===== config.mk =====
export PLATFORM = sky130hd
export DESIGN_NAME = tvt_merge
export DESIGN_NICKNAME = d
export VERILOG_FILES = /design/src/rtl/core/tvt_pkg.sv /design/src/rtl/core/tvt_merge.sv
export SDC_FILE = /design/constraint.sdc
export NUM_CORES = 1
export LEC_CHECK = 0
export ABC_AREA = 1
export BUFFER_PORTS_ARGS = -buffer_cell sky130_fd_sc_hd__buf_2
export CORE_MARGIN = 4
export CORE_UTILIZATION = 40
export DETAILED_ROUTE_END_ITERATION = 12
export PLACE_DENSITY = 0.68
export SLEW_MARGIN = 20
export SYNTH_ARGS = -nofsm -noshare
export SYNTH_HDL_FRONTEND = slang
export SYNTH_SLANG_ARGS = --single-unit

===== constraint.sdc =====
create_clock -name clk -period 3.5 [get_ports clk]
set_clock_uncertainty 0.1 [all_clocks]
set_input_delay 0.35 -clock clk [delete_from_list [all_inputs] [get_ports clk]]
set_output_delay 0.35 -clock clk [all_outputs]
set_load 0.005 [all_outputs]

===== src/rtl/core/tvt_pkg.sv =====
package tvt_pkg;

  // Default geometry of the datapath
  localparam int COORD_BITS_DEF      = 12;
  localparam int TRIG_FRAC_BITS_DEF  = 14;
  localparam int SCALE_FRAC_BITS_DEF = 8;

  // Pipeline shape
  localparam int NUM_LANES    = 3;
  localparam int LANE_STAGES  = 6;
  localparam int MERGE_STAGES = 2;
  localparam int PIPE_STAGES  = LANE_STAGES + MERGE_STAGES;

  // Field widths
  localparam int SCR_BITS  = 16;
  localparam int SURF_BITS = 13;
  localparam int BOX_BITS  = 17;
  localparam int CFG_BITS  = 16;
  localparam int ADDR_BITS = 3;

  // Register indexes
  localparam logic [ADDR_BITS-1:0] REG_SCALE  = 3'd0;
  localparam logic [ADDR_BITS-1:0] REG_COS    = 3'd1;
  localparam logic [ADDR_BITS-1:0] REG_SIN    = 3'd2;
  localparam logic [ADDR_BITS-1:0] REG_SHX    = 3'd3;
  localparam logic [ADDR_BITS-1:0] REG_SHY    = 3'd4;
  localparam logic [ADDR_BITS-1:0] REG_SURF_W = 3'd5;
  localparam logic [ADDR_BITS-1:0] REG_SURF_H = 3'd6;

  // Register reset values
  localparam logic [CFG_BITS-1:0]  RST_SCALE  = 16'd256;
  localparam logic [CFG_BITS-1:0]  RST_COS    = 16'd16384;
  localparam logic [CFG_BITS-1:0]  RST_SIN    = 16'd0;
  localparam logic [CFG_BITS-1:0]  RST_SHX    = 16'd0;
  localparam logic [CFG_BITS-1:0]  RST_SHY    = 16'd0;
  localparam logic [SURF_BITS-1:0] RST_SURF_W = 13'd640;
  localparam logic [SURF_BITS-1:0] RST_SURF_H = 13'd480;

  // Transform settings shared by all lanes
  typedef struct packed {
    logic [CFG_BITS-1:0] scale;
    logic [CFG_BITS-1:0] cos_term;
    logic [CFG_BITS-1:0] sin_term;
    logic [CFG_BITS-1:0] shx;
    logic [CFG_BITS-1:0] shy;
  } xcfg_t;

  // Surface bounds for the merge stage
  typedef struct packed {
    logic [SURF_BITS-1:0] width;
    logic [SURF_BITS-1:0] height;
  } surf_t;

endpackage


===== src/rtl/core/tvt_merge.sv =====
module tvt_merge (
  input  logic                                                   clk,
  input  logic [tvt_pkg::MERGE_STAGES-1:0]                       en,
  input  tvt_pkg::surf_t                                         surf,
  input  logic [tvt_pkg::NUM_LANES-1:0][tvt_pkg::SCR_BITS-1:0]   px_in,
  input  logic [tvt_pkg::NUM_LANES-1:0][tvt_pkg::SCR_BITS-1:0]   py_in,
  output logic [tvt_pkg::NUM_LANES-1:0][tvt_pkg::SCR_BITS-1:0]   px_out,
  output logic [tvt_pkg::NUM_LANES-1:0][tvt_pkg::SCR_BITS-1:0]   py_out,
  output logic [tvt_pkg::SCR_BITS-1:0]                           left_out,
  output logic [tvt_pkg::SCR_BITS-1:0]                           top_out,
  output logic [tvt_pkg::BOX_BITS-1:0]                           width_out,
  output logic [tvt_pkg::BOX_BITS-1:0]                           height_out,
  output logic                                                   inside_out
);

  localparam int SB = tvt_pkg::SCR_BITS;
  localparam int NL = tvt_pkg::NUM_LANES;

  // Stage 1: extremes and bounds check across lanes
  logic signed [SB-1:0] min_x, max_x, min_y, max_y;
  logic                 inside_nxt;
  logic signed [SB-1:0] min_x_r, max_x_r, min_y_r, max_y_r;
  logic                 inside_r;
  logic [NL-1:0][SB-1:0] px_r, py_r;

  always_comb begin
    min_x = $signed(px_in[0]);
    max_x = $signed(px_in[0]);
    min_y = $signed(py_in[0]);
    max_y = $signed(py_in[0]);
    inside_nxt = 1'b1;
    for (int i = 0; i < NL; i++) begin
      if ($signed(px_in[i]) < min_x) min_x = $signed(px_in[i]);
      if ($signed(px_in[i]) > max_x) max_x = $signed(px_in[i]);
      if ($signed(py_in[i]) < min_y) min_y = $signed(py_in[i]);
      if ($signed(py_in[i]) > max_y) max_y = $signed(py_in[i]);
      // on surface: non-negative and below the size
      if (px_in[i][SB-1] || (px_in[i][SB-2:0] >= (SB-1)'(surf.width)))
        inside_nxt = 1'b0;
      if (py_in[i][SB-1] || (py_in[i][SB-2:0] >= (SB-1)'(surf.height)))
        inside_nxt = 1'b0;
    end
  end

  always_ff @(posedge clk) begin
    if (en[0]) begin
      px_r     <= px_in;
      py_r     <= py_in;
      min_x_r  <= min_x;
      max_x_r  <= max_x;
      min_y_r  <= min_y;
      max_y_r  <= max_y;
      inside_r <= inside_nxt;
    end
  end

  // Stage 2: box size, output register
  localparam int BB = tvt_pkg::BOX_BITS;
  logic [NL-1:0][SB-1:0] px_o_r, py_o_r;
  logic [SB-1:0]         left_r, top_r;
  logic [BB-1:0]         width_r, height_r;
  logic                  inside_o_r;

  always_ff @(posedge clk) begin
    if (en[1]) begin
      px_o_r     <= px_r;
      py_o_r     <= py_r;
      left_r     <= min_x_r;
      top_r      <= min_y_r;
      width_r    <= BB'(BB'(max_x_r) - BB'(min_x_r) + BB'(1));
      height_r   <= BB'(BB'(max_y_r) - BB'(min_y_r) + BB'(1));
      inside_o_r <= inside_r;
    end
  end

  assign px_out     = px_o_r;
  assign py_out     = py_o_r;
  assign left_out   = left_r;
  assign top_out    = top_r;
  assign width_out  = width_r;
  assign height_out = height_r;
  assign inside_out = inside_o_r;

endmodule

# Word-level counts from Yosys, hierarchy flattened
# Index checks and enable logic that the tools add are counted.
# totals
regBits	324
input_bits	125
out_inout_bits	163
wordCells	56
# classes
n_addsub	4
n_lt_le_gt_ge	14
mux	9
reduce_logical	7
# ops
cell	count
2-to-1 mux 16 bit	8
>= comparator 15 x 13 -> 1 bit	6
> comparator 16 bit	4
less-than comparator 16 bit	4
adder 17 x 2 -> 17 bit (second input constant)	2
subtractor 16 x 16 -> 17 bit	2
logical OR 1 bit	6
OR reduction 5 bit	1
2-to-1 mux 1 bit	1

# Longest topological paths before layout
# Gate-level depths: netlist of run 1.
# depth
word_depth	4
depth_mapped	30
depth_no_buf	29

# Worst setup path before layout of run 1
# Ideal clock, no wire load.
# synth_timing
kind	in2reg
from	in py_in[15] in the netlist's numbering
to	reg min_y_r[5], data pin
arrival_ns	3.430
required_time_ns	3.147
path_slack_ns	-0.284
stages	24
path_buffers	2
cell_sequence	inv_1 > ha_1 > nand2_2 > o21bai_1 > nand2_1 > a21oi_2 > nand2_2 > nand2_1 > nand2_1 > inv_2 > clkbuf_1 > nand2_1 > o21ai_0 > inv_1 > ha_1 > a21oi_1 > o21ai_1 > nand3_1 > a21oi_1 > a211oi_2 > nand3_2 > buf_6 > nand3_2 > nand2_1
# synth_between
elab_chain_len	4
# synth_rtl
item	line	text
from (decl)	tvt_merge.sv:6	input logic [tvt_pkg::NUM_LANES-1:0][tvt_pkg::SCR_BITS-1:0] py_in,
less-than comparator 16 bit	tvt_merge.sv:35	if ($signed(py_in[i]) < min_y) min_y = $signed(py_in[i]);
2-to-1 mux 16 bit *	tvt_merge.sv:35	
less-than comparator 16 bit	tvt_merge.sv:35	
2-to-1 mux 16 bit *	tvt_merge.sv:35	
net min_y[5]	tvt_merge.sv:20	logic signed [SB-1:0] min_x, max_x, min_y, max_y;
to (signal assigned)	tvt_merge.sv:51	min_y_r <= min_y;
to (decl)	tvt_merge.sv:22	logic signed [SB-1:0] min_x_r, max_x_r, min_y_r, max_y_r;
# The timed path passes the listed nets; every way through them passes the cells marked *.
# A chain may end at the register's enable or synchronous reset.

# Worst setup path in the final report of run 1
# layout_timing
from	in py_in[11] in the netlist's numbering
to	reg max_y_r[0], data pin
# layout_between
elab_chain_len	4
# layout_rtl
item	line	text
> comparator 16 bit	tvt_merge.sv:36	if ($signed(py_in[i]) > max_y) max_y = $signed(py_in[i]);
2-to-1 mux 16 bit *	tvt_merge.sv:36	
> comparator 16 bit	tvt_merge.sv:36	
2-to-1 mux 16 bit *	tvt_merge.sv:36	
net max_y[0]	tvt_merge.sv:20	
to (signal assigned)	tvt_merge.sv:52	max_y_r <= max_y;
to (decl)	tvt_merge.sv:22	
# Marked as above.

==> results of run 1 <==
-- kinds of logic (layout without fill, tap and decap cells) --
kind of cell | Yosys count | after routing | synth area share
buffers and inverters | 214 | 768 | 0.0495
other | 0 | 6 | 0
AOI/OAI and AO/OA | 251 | 251 | 0.0806
xor gates and xnor gates | 27 | 27 | 0.0136
adders and majority gates | 236 | 236 | 0.171
DFF | 324 | 324 | 0.560
and+or+nand+nor | 472 | 473 | 0.126
-- cell usage after synthesis (13+ instances only) --
cell,instances,share of area
nand3_1,87,0.025
ha_1,234,0.17
o21ai_0,100,0.029
xor2_1,20,0.010
nand3_2,14,0.0081
inv_1,185,0.040
nor2_1,55,0.012
clkbuf_1,16,0.0035
a21oi_1,100,0.029
edfxtp_1,324,0.56
nor3_1,13,0.0037
nand4_1,13,0.0047
nand2_1,252,0.054
-- worst max path at each step --
stage / to / slack (ns) / depth (start not counted)
3_5_place_dp: min_y_r[3] / -0.50 / 23
5_1_grt: min_y_r[3] / -0.03 / 27
2_1_floorplan: min_y_r[5] / 0.0006 / 25
6_report: max_y_r[0] / 0.11 / 23
4_1_cts: max_y_r[14] / 0.05 / 21
3_3_place_gp: max_y_r[1] / -0.43 / 21
-- worst max-delay path, cell delays in order --
cell and delay (ns):
buf_4 0.12, inv_4 0.04, ha_4 0.26, nand4_1 0.14
nor3_4 0.34, nand2_2 0.13, nand2_2 0.09, nand2_2 0.06
nand2_2 0.09, nand2_4 0.09, clkbuf_16 0.18, nand2_1 0.08
o21ai_2 0.07, ha_1 0.29, a21oi_1 0.22, o21a_1 0.17
o221a_2 0.23, a21o_1 0.13, nand3_2 0.09, buf_4 0.15
buf_4 0.12, nand2_1 0.04, o21ai_0 0.07
-- sequential cells by signal, summed over array words and instances, names as in the netlist --
register / count
height_out: 17
inside_out: 1
inside_r: 1
left_out: 16
max_x_r: 16
max_y_r: 16
min_x_r: 16
min_y_r: 16
px_out: 48
px_r: 48
py_out: 48
py_r: 48
top_out: 16
width_out: 17
-- stage by stage --
stage | setup TNS (ns) | power, mW
finish | 0 | 13.1
global route | -0.267 | 13.9
CTS | 0 | 13.0
detailed placement | -27.29 | 9.20
global placement | -21.95 | 9.07
floorplan | 0 | 7.58
-- layer usage --
metal  part of all wire  routed length (um)  up-vias
li1                   -                   -     6520
met1               0.44               21900     6275
met2               0.47               23400      419
met3              0.060                2990      100
met4              0.035                1760        6
met5            0.00090                  45        -
-- repair_timing --
| action | CTS | global route |
|---|---|---|
| endpoints found under the hold margin | 14 | 0 |
| gates resized for setup | 0 | 96 |
| hold buffers | 14 | 0 |
| buffers inserted | 0 | 8 |
| setup endpoints to repair | 0 | 64 |
-- layout by cell type, fill, tap and decap left out, drive strengths merged, types with 7 or more instances in the layout --
cell type | Yosys | routed
ha | 234 | 234
a21oi | 101 | 101
o21ai | 107 | 107
inv | 190 | 195
xnor2 | 7 | 7
xor2 | 20 | 20
nor2 | 56 | 56
nor4 | 8 | 8
a21o | 7 | 7
clkbuf | 16 | 44
nand4 | 13 | 13
edfxtp | 324 | 324
a211oi | 9 | 9
clkinv | 0 | 11
nor3 | 14 | 14
buf | 8 | 498
nand2 | 265 | 265
nand3 | 103 | 104
dlygate4sd3 | 0 | 14
-- cell type report --
class / count / area (um2) / area share
diodes: 6 / 15.0 / 0.000654
clock buffers: 39 / 933 / 0.0407
clock inverters: 22 / 214 / 0.00932
inverters: 190 / 731 / 0.0318
multi-input cells: 987 / 7140 / 0.311
flip-flops and latches: 324 / 9730 / 0.424
well taps: 585 / 732 / 0.0319
repair buffers: 517 / 3460 / 0.151
-- power by group --
group / total (mW) / internal [mW] / switching, mW
logic: 4.05 / 1.81 / 2.24
clock network: 3.70 / 2.17 / 1.53
registers: 5.32 / 5.12 / 0.206
==> run metrics, run 1 <==
CTS tree=built; Max Cap Violations=0; largest net degree at the start of global routing=84; Post-DRT Antenna Nets=0; syn nets=1885; sequential share of the synthesized area=0.560; Syn. warnings=0; Layout area overhead=32.0%; LEAKAGE=10.6 nW; routing usage on met3=0.0391; Reg clk slew, reported paths=roughly 0.06 ns; FP Rows=76; Cell Pwr Density=roughly 570 nW/um2; via count=between 10000 and 15000; initial antenna violation count=9; Seq cells post-synth=~320; top_reg_cell synth=edfxtp_1; ys async rst share=0; syn avg cell area=11.4 um2; DR DRC count=0; grt met1 use=0.273; CP endpoint kind=register; crit path launch=py_in[11]; final wirelength=50100 um; first-pass GRT wire length=74200 um; clk root buf=clkbuf_16; DR WL/cell=18.8 um; synth unique cells=50; final core utilization=0.534; Top Usage Layer GRT=met2; placed cell areas=21200 um2; crit path DAT=between 3 and 4 ns; Max Slew Vio Count=0; Worst Min Path Start=py_in[39]; final worst setup slack=around 0.11 ns; total CTS buffers=36; post-route insts no fill=roughly 2700; GRT overflow=0; Setup Crit Path Kind=in2reg; Clk Latency, worst-skew pair=0.53 ns; final instance area=around 23000 um2; gr usage total=0.206; R2R Path Start=min_y_r[1]; final-stage net count=2417; endpoints failing hold=0; Fmax=0.295 GHz; FF-to-FF setup slack=~0.36 ns; filler instances=3775; clock tree sinks=324; setup violators final=0; vias in the first global route=13180; PortBufs=287; GPL Wtd Cong=0.881; Die Wd=216 um; Slew headroom=0.658; CP Max Fanout=8; DRT Pass-1 Iters=5; grt met2 use=0.338; die height=216 um; Worst-Margin Slew=0.514 ns; EDFF count, synth=roughly 320; Min-Delay Endpoint=py_r[39]; Placed Cells=between 2000 and 3000; worst-case clock buffer depth=3; DP Worst Slack=-0.504 ns; Mapped Area=about 17000 um2; startpoint type of the worst setup path=input port; period utilization=0.968; starting density of the core=0.404; Reg2Reg Depth=16; CTS H-tree depth=2; hold path depth=1; status=completed; io pins=288; dpl hpwl=slightly below 40000 um; share of cells above drive strength 1=0.319; Max VDD drop=318 uV; Detailed Route Iter0 Violations=835; minimum clock period=roughly 3.4 ns; Worst R2R End=height_out[15]; core box area=43000 um2; worst path required time=3.68 ns; die area=roughly 47000 um2; worst hold path type=in2reg; minimum hold slack=0.0231 ns; Cells after Synth=1524; DR vias/cell=4.99
No activity file was read; power rests on OpenSTA's default activity.
==> run 2: changes to the inputs <==
--- a/config.mk
+++ b/config.mk
@@ -10,7 +10,7 @@
 export CORE_MARGIN = 4
 export CORE_UTILIZATION = 40
 export DETAILED_ROUTE_END_ITERATION = 12
-export PLACE_DENSITY = 0.68
+export PLACE_DENSITY = 0.6
 export SLEW_MARGIN = 20
 export SYNTH_ARGS = -nofsm -noshare
 export SYNTH_HDL_FRONTEND = slang
==> run 2 against run 1 <==
Net effect: first-iteration DRC count is 11% higher; worst setup slack worse by 0.0057 ns; final cell count is 1.6% higher; highest routed layer unchanged; global-route usage is 0.64 points higher; largest cell class unchanged; largest power group unchanged; fmax decreased by 0.17%.
==> run metrics, run 2 (same netlist as run 1, synthesis figures left out) <==
status=completed; Reg clk slew, reported paths=0.06 ns; crit path launch=py_in[11]; Slew headroom=0.514; die height=216 um; io pins=288; Clk Latency, worst-skew pair=0.56 ns; LEAKAGE=10.8 nW; Die Wd=about 220 um; startpoint type of the worst setup path=input port; die area=46800 um2; Design Power=approximately 13 mW; CP Max Fanout=8; DR DRC count=0; crit path DAT=3.60 ns; RSZ-0062 raised after global routing=true; placed cell areas=roughly 21000 um2; most frequent cells in the layout=edfxtp_1, buf_2, nand2_1; Layout area overhead=35.7%; CTS H-tree depth=2; period utilization=0.970; share of cells above drive strength 1=0.330; Max Slew Vio Count=0; dpl hpwl=39300 um; initial antenna violation count=11; CTS tree=built; Cell Pwr Density=567 nW/um2; minimum hold slack=0.0328 ns; GRT overflow=0; vias in the first global route=13430; worst hold path type=in2reg; Reg2Reg Depth=14; Worst R2R End=width_out[15]; Fmax=0.295 GHz; Max Cap Violations=0; DR WL/cell=19.0 um; gr usage total=0.213; FF-to-FF setup slack=about 0.37 ns; worst-case clock buffer depth=3; worst path required time=3.70 ns; Worst-Margin Slew=roughly 0.73 ns; GPL Wtd Cong=between 0.9 and 1; largest net degree at the start of global routing=64; most common cell after layout, fill and taps aside=edfxtp_1; final wirelength=between 50000 and 60000 um; starting density of the core=0.404; via count=13485; clock tree sinks=324; DRT Pass-1 Iters=5; Setup crit end=min_y_r[7]; Post-DRT Antenna Nets=0; final-stage net count=2453; total CTS buffers=37; minimum clock period=3.40 ns; PortBufs=287; clk root buf=clkbuf_16; DR vias/cell=4.97; R2R Path Start=min_x_r[1]; endpoints failing hold=0; Detailed Route Iter0 Violations=926; CP endpoint kind=register; Setup Crit Path Kind=in2reg; first-pass GRT wire length=77000 um; FP Rows=76; core box area=43000 um2; Fin Setup TNS=0 ns; Max VDD drop=363 uV; setup violators final=0; final instance area=23600 um2
-- run 2: area by class of cell --
type	count	area [um2]
Tap cell	585	732
Clock inverter	20	198
Antenna cell	8	20.0
Inverter	190	733
Fill cell	3767	19400
Multi-Input combinational cell	988	7380
Sequential cell	324	9730
Timing Repair Buffer	550	3770
Clock buffer	47	1010
Timing Repair inverter	1	8.76
-- run 2: metal layers --
metal	GRT usage	share of wire
met5	0	0.00079
met4	0.0668	0.026
met3	0.0404	0.060
met2	0.333	0.45
met1	0.302	0.46
-- run 2: worst min-delay path by stage --
stage | slack (ns) | startpoint | depth (start not counted) | to
after floorplan | 0.30 | inside_r | 0 | inside_out
after global placement | 0.30 | py_r[16] | 0 | py_out[16]
after detailed placement | 0.30 | px_r[31] | 0 | px_out[31]
after CTS | 0.001 | px_in[21] | 2 | px_r[21]
after global routing | 0.003 | py_in[39] | 1 | py_r[39]
final | 0.03 | py_in[39] | 1 | py_r[39]
-- run 2: through the flow --
stage / worst slack (ns) / instances / util
3_3_place_gp: -0.516 / 2587 / 0.495
6_report: 0.105 / 2713 / 0.549
3_5_place_dp: -0.573 / 2587 / 0.495
2_1_floorplan: 0.000561 / 1524 / -
4_1_cts: 0.00433 / 2690 / 0.531
5_1_grt: -0.0553 / 2711 / 0.548
-- run 2: worst max-delay path, stage by stage --
cell and delay [ns]:
buf_2 0.10, inv_2 0.05, ha_4 0.27, nand4_1 0.18, nor3_4 0.31, nand2_4 0.10, nand2_4 0.07, nand2_2 0.07
nand2_4 0.09, buf_8 0.13, clkinv_8 0.08, buf_12 0.14, buf_6 0.13, nand2_1 0.10, o21ai_4 0.07, inv_1 0.09
ha_4 0.20, a21oi_1 0.14, nand2_1 0.10, nand2_1 0.09, nand2_2 0.08, nand2_4 0.16, buf_12 0.12, nand3_4 0.16
nand3_1 0.13, nand2_1 0.05
-- run 2: repair_timing --
action                                  4_1_cts  5_1_grt
hold buffers                                 36        0
hold endpoints to repair                     36        0
resized for setup                             0      136
endpoints found under the setup margin        0       64
setup buffers                                 0        6
-- run 2: power breakdown --
part	internal, mW	switching [mW]	total [mW]	leakage, nW
Sequential	5.12	0.206	5.32	3.17
Combinational	1.88	2.31	4.18	7.05
Clock	2.28	1.57	3.85	0.589
==> run 3: changes to the inputs <==
--- a/config.mk
+++ b/config.mk
@@ -8,9 +8,9 @@
 export ABC_AREA = 1
 export BUFFER_PORTS_ARGS = -buffer_cell sky130_fd_sc_hd__buf_2
 export CORE_MARGIN = 4
-export CORE_UTILIZATION = 40
+export CORE_UTILIZATION = 35
 export DETAILED_ROUTE_END_ITERATION = 12
-export PLACE_DENSITY = 0.6
+export PLACE_DENSITY = 0.54
 export SLEW_MARGIN = 20
 export SYNTH_ARGS = -nofsm -noshare
 export SYNTH_HDL_FRONTEND = slang
==> run 3 against run 2 <==
Net effect: core utilization is 6.9 points lower; worst setup slack worse by 0.020 ns; count of clock-buffer cells in the layout is 4 lower; final cell count is 2.8% higher; critical path type unchanged; largest cell class unchanged; largest power group unchanged.
==> run metrics, run 3 (same netlist as run 1, synthesis figures left out) <==
Max Slew Vio Count=0; CP bufs+invs=5; starting density of the core=0.354; Placed Cells=2660; first-pass GRT wire length=76600 um; FP Rows=a little over 80; gr usage total=0.188; setup violators final=0; Cell Pwr Density=~570 nW/um2; hold path depth=1; Reg clk slew, reported paths=0.05 ns; LEAKAGE=~11 nW; share of cells above drive strength 1=0.324; die height=231 um; final wirelength=approximately 53000 um; Worst-Margin Slew=between 0.6 and 0.7 ns; Max Cap Violations=0; slowest library cell on the worst path=o21ai_0; Reg area=9730 um2; vias in the first global route=13134; endpoints failing hold=0; initial antenna violation count=9; most frequent cells in the layout=edfxtp_1, buf_2, nand2_1; minimum clock period=about 3.4 ns; Worst R2R End=height_out[15]; PortBufs=~290; GPL Wtd Cong=0.872; most common cell after layout, fill and taps aside=edfxtp_1; CP endpoint kind=register; Fin Setup TNS=0 ns; CP Max Fanout=8; Detailed Route Iter0 Violations=800; startpoint type of the worst setup path=input port; Setup Crit Path Kind=in2reg; Clock power frac=0.297; worst hold path type=in2reg; CTS tree=built; largest net degree at the start of global routing=95; Slew headroom=0.559; cell-by-cell trace of the critical path=buf_4, inv_2, ha_4, nand4_1, nor3_4, nand2_2, nand2_2, nand2_2, nand2_4, nand2_4, buf_4, o21ai_0, ha_1, nand2_1, o21a_1, o221a_2, a21o_1, nand3_2, buf_4, nand2_1, o21ai_0, buf_4; io pins=288; Layout area overhead=35.3%; Sequential Power Share=0.398; Min-Delay Endpoint=py_r[41]; multi-input logic area=about 7300 um2; Largest delay share family, worst path=simple AND/OR/NAND/NOR gates; period utilization=0.976; filler instances=4579; CTS H-tree depth=2; Reg2Reg Depth=16; worst-case clock buffer depth=3; routing usage on met3=0.0391; DR WL/cell=18.9 um; Crit path largest cell delay=0.39 ns; internal cell power=around 9.2 mW; via count=13446; worst path required time=about 3.7 ns; Worst Min Path Start=py_in[41]; grt met2 use=0.299; core box area=approximately 49000 um2; Post-DRT Antenna Nets=0; post-route insts no fill=~2800; Clk Latency, worst-skew pair=0.56 ns; dpl hpwl=roughly 40000 um; GRT overflow=0; CP most frequent cell=buf_4; R2R Path Start=min_y_r[1]; Design Power=13.4 mW; Psw=roughly 4.1 mW; Top Usage Layer GRT=met2; Fmax=between 0.2 and 0.3 GHz; final-stage net count=2452; combinational share of power=0.306; crit path DAT=3.63 ns; final core utilization=0.479; Sw Share=0.309; FF-to-FF setup slack=0.35 ns; status=completed; clock tree sinks=324; DR vias/cell=4.82; total CTS buffers=38; Die Wd=231 um; minimum hold slack=between 0.03 and 0.04 ns; clk root buf=clkbuf_16; Max VDD drop=328 uV; die area=~53000 um2; DR DRC count=0; grt met1 use=0.258; DRT Pass-1 Iters=5
==> run 3: changes by cell type in the layout (fill, tap and decap cells not counted), sizes merged, moves of 2 or more <==
cell,before,now
buf,509,506
nand2,265,267
dlygate4sd3,36,39
clkinvlp,1,4
diode,8,6
clkbuf,52,45
==> run 3: power by group through the flow <==
stage	Sequential, mW	Clock (mW)	Combinational [mW]
finish	5.32	3.97	4.09
CTS	5.33	4.09	3.86
global placement	5.41	0	3.73
global route	5.37	4.26	4.60
floorplan	5.38	0	2.21
detailed placement	5.41	0	3.79
==> run 3: repair_timing <==
action | CTS | global route
cloned | 0 | 8
hold buffers | 39 | 0
resized for setup | 1 | 113
pin swaps | 0 | 30
setup endpoints to repair | 14 | 64
hold endpoints to repair | 39 | 0
setup buffers | 0 | 8
==> run 3: worst max path at each step <==
stage,from,endpoint,slack (ns),cells past startpoint
2_1_floorplan,py_in[13],min_y_r[5],0.0006,25
4_1_cts,py_in[12],max_y_r[11],0.03,21
3_5_place_dp,py_in[12],max_y_r[11],-0.61,24
6_report,py_in[9],max_y_r[0],0.08,22
3_3_place_gp,py_in[12],max_y_r[13],-0.56,24
5_1_grt,py_in[9],max_y_r[12],-0.07,24
==> run 3: final cells by class <==
| cell class | count | share of cell area |
|---|---|---|
| sequential | 324 | 0.414 |
| clock inverter | 25 | 0.0123 |
| antenna | 6 | 0.000639 |
| tap | 664 | 0.0353 |
| inverter | 190 | 0.0310 |
| multi-input combinational | 990 | 0.310 |
| clock buffer | 43 | 0.0413 |
| timing repair buffer | 547 | 0.155 |
==> run 3: metrics by stage <==
stage                     worst slack, ns  instance area (um2)
after floorplan                  0.000561                17500
after global placement             -0.564                21300
after detailed placement           -0.610                21300
after CTS                          0.0275                22900
after global routing              -0.0729                23500
final                              0.0846                23500
==> run 3: per-layer routing <==
| metal | share of wire | wire length [um] |
|---|---|---|
| met4 | 0.026 | 1390 |
| met2 | 0.46 | 24300 |
| met5 | 0.00072 | 38 |
| met3 | 0.056 | 2940 |
| met1 | 0.46 | 23900 |
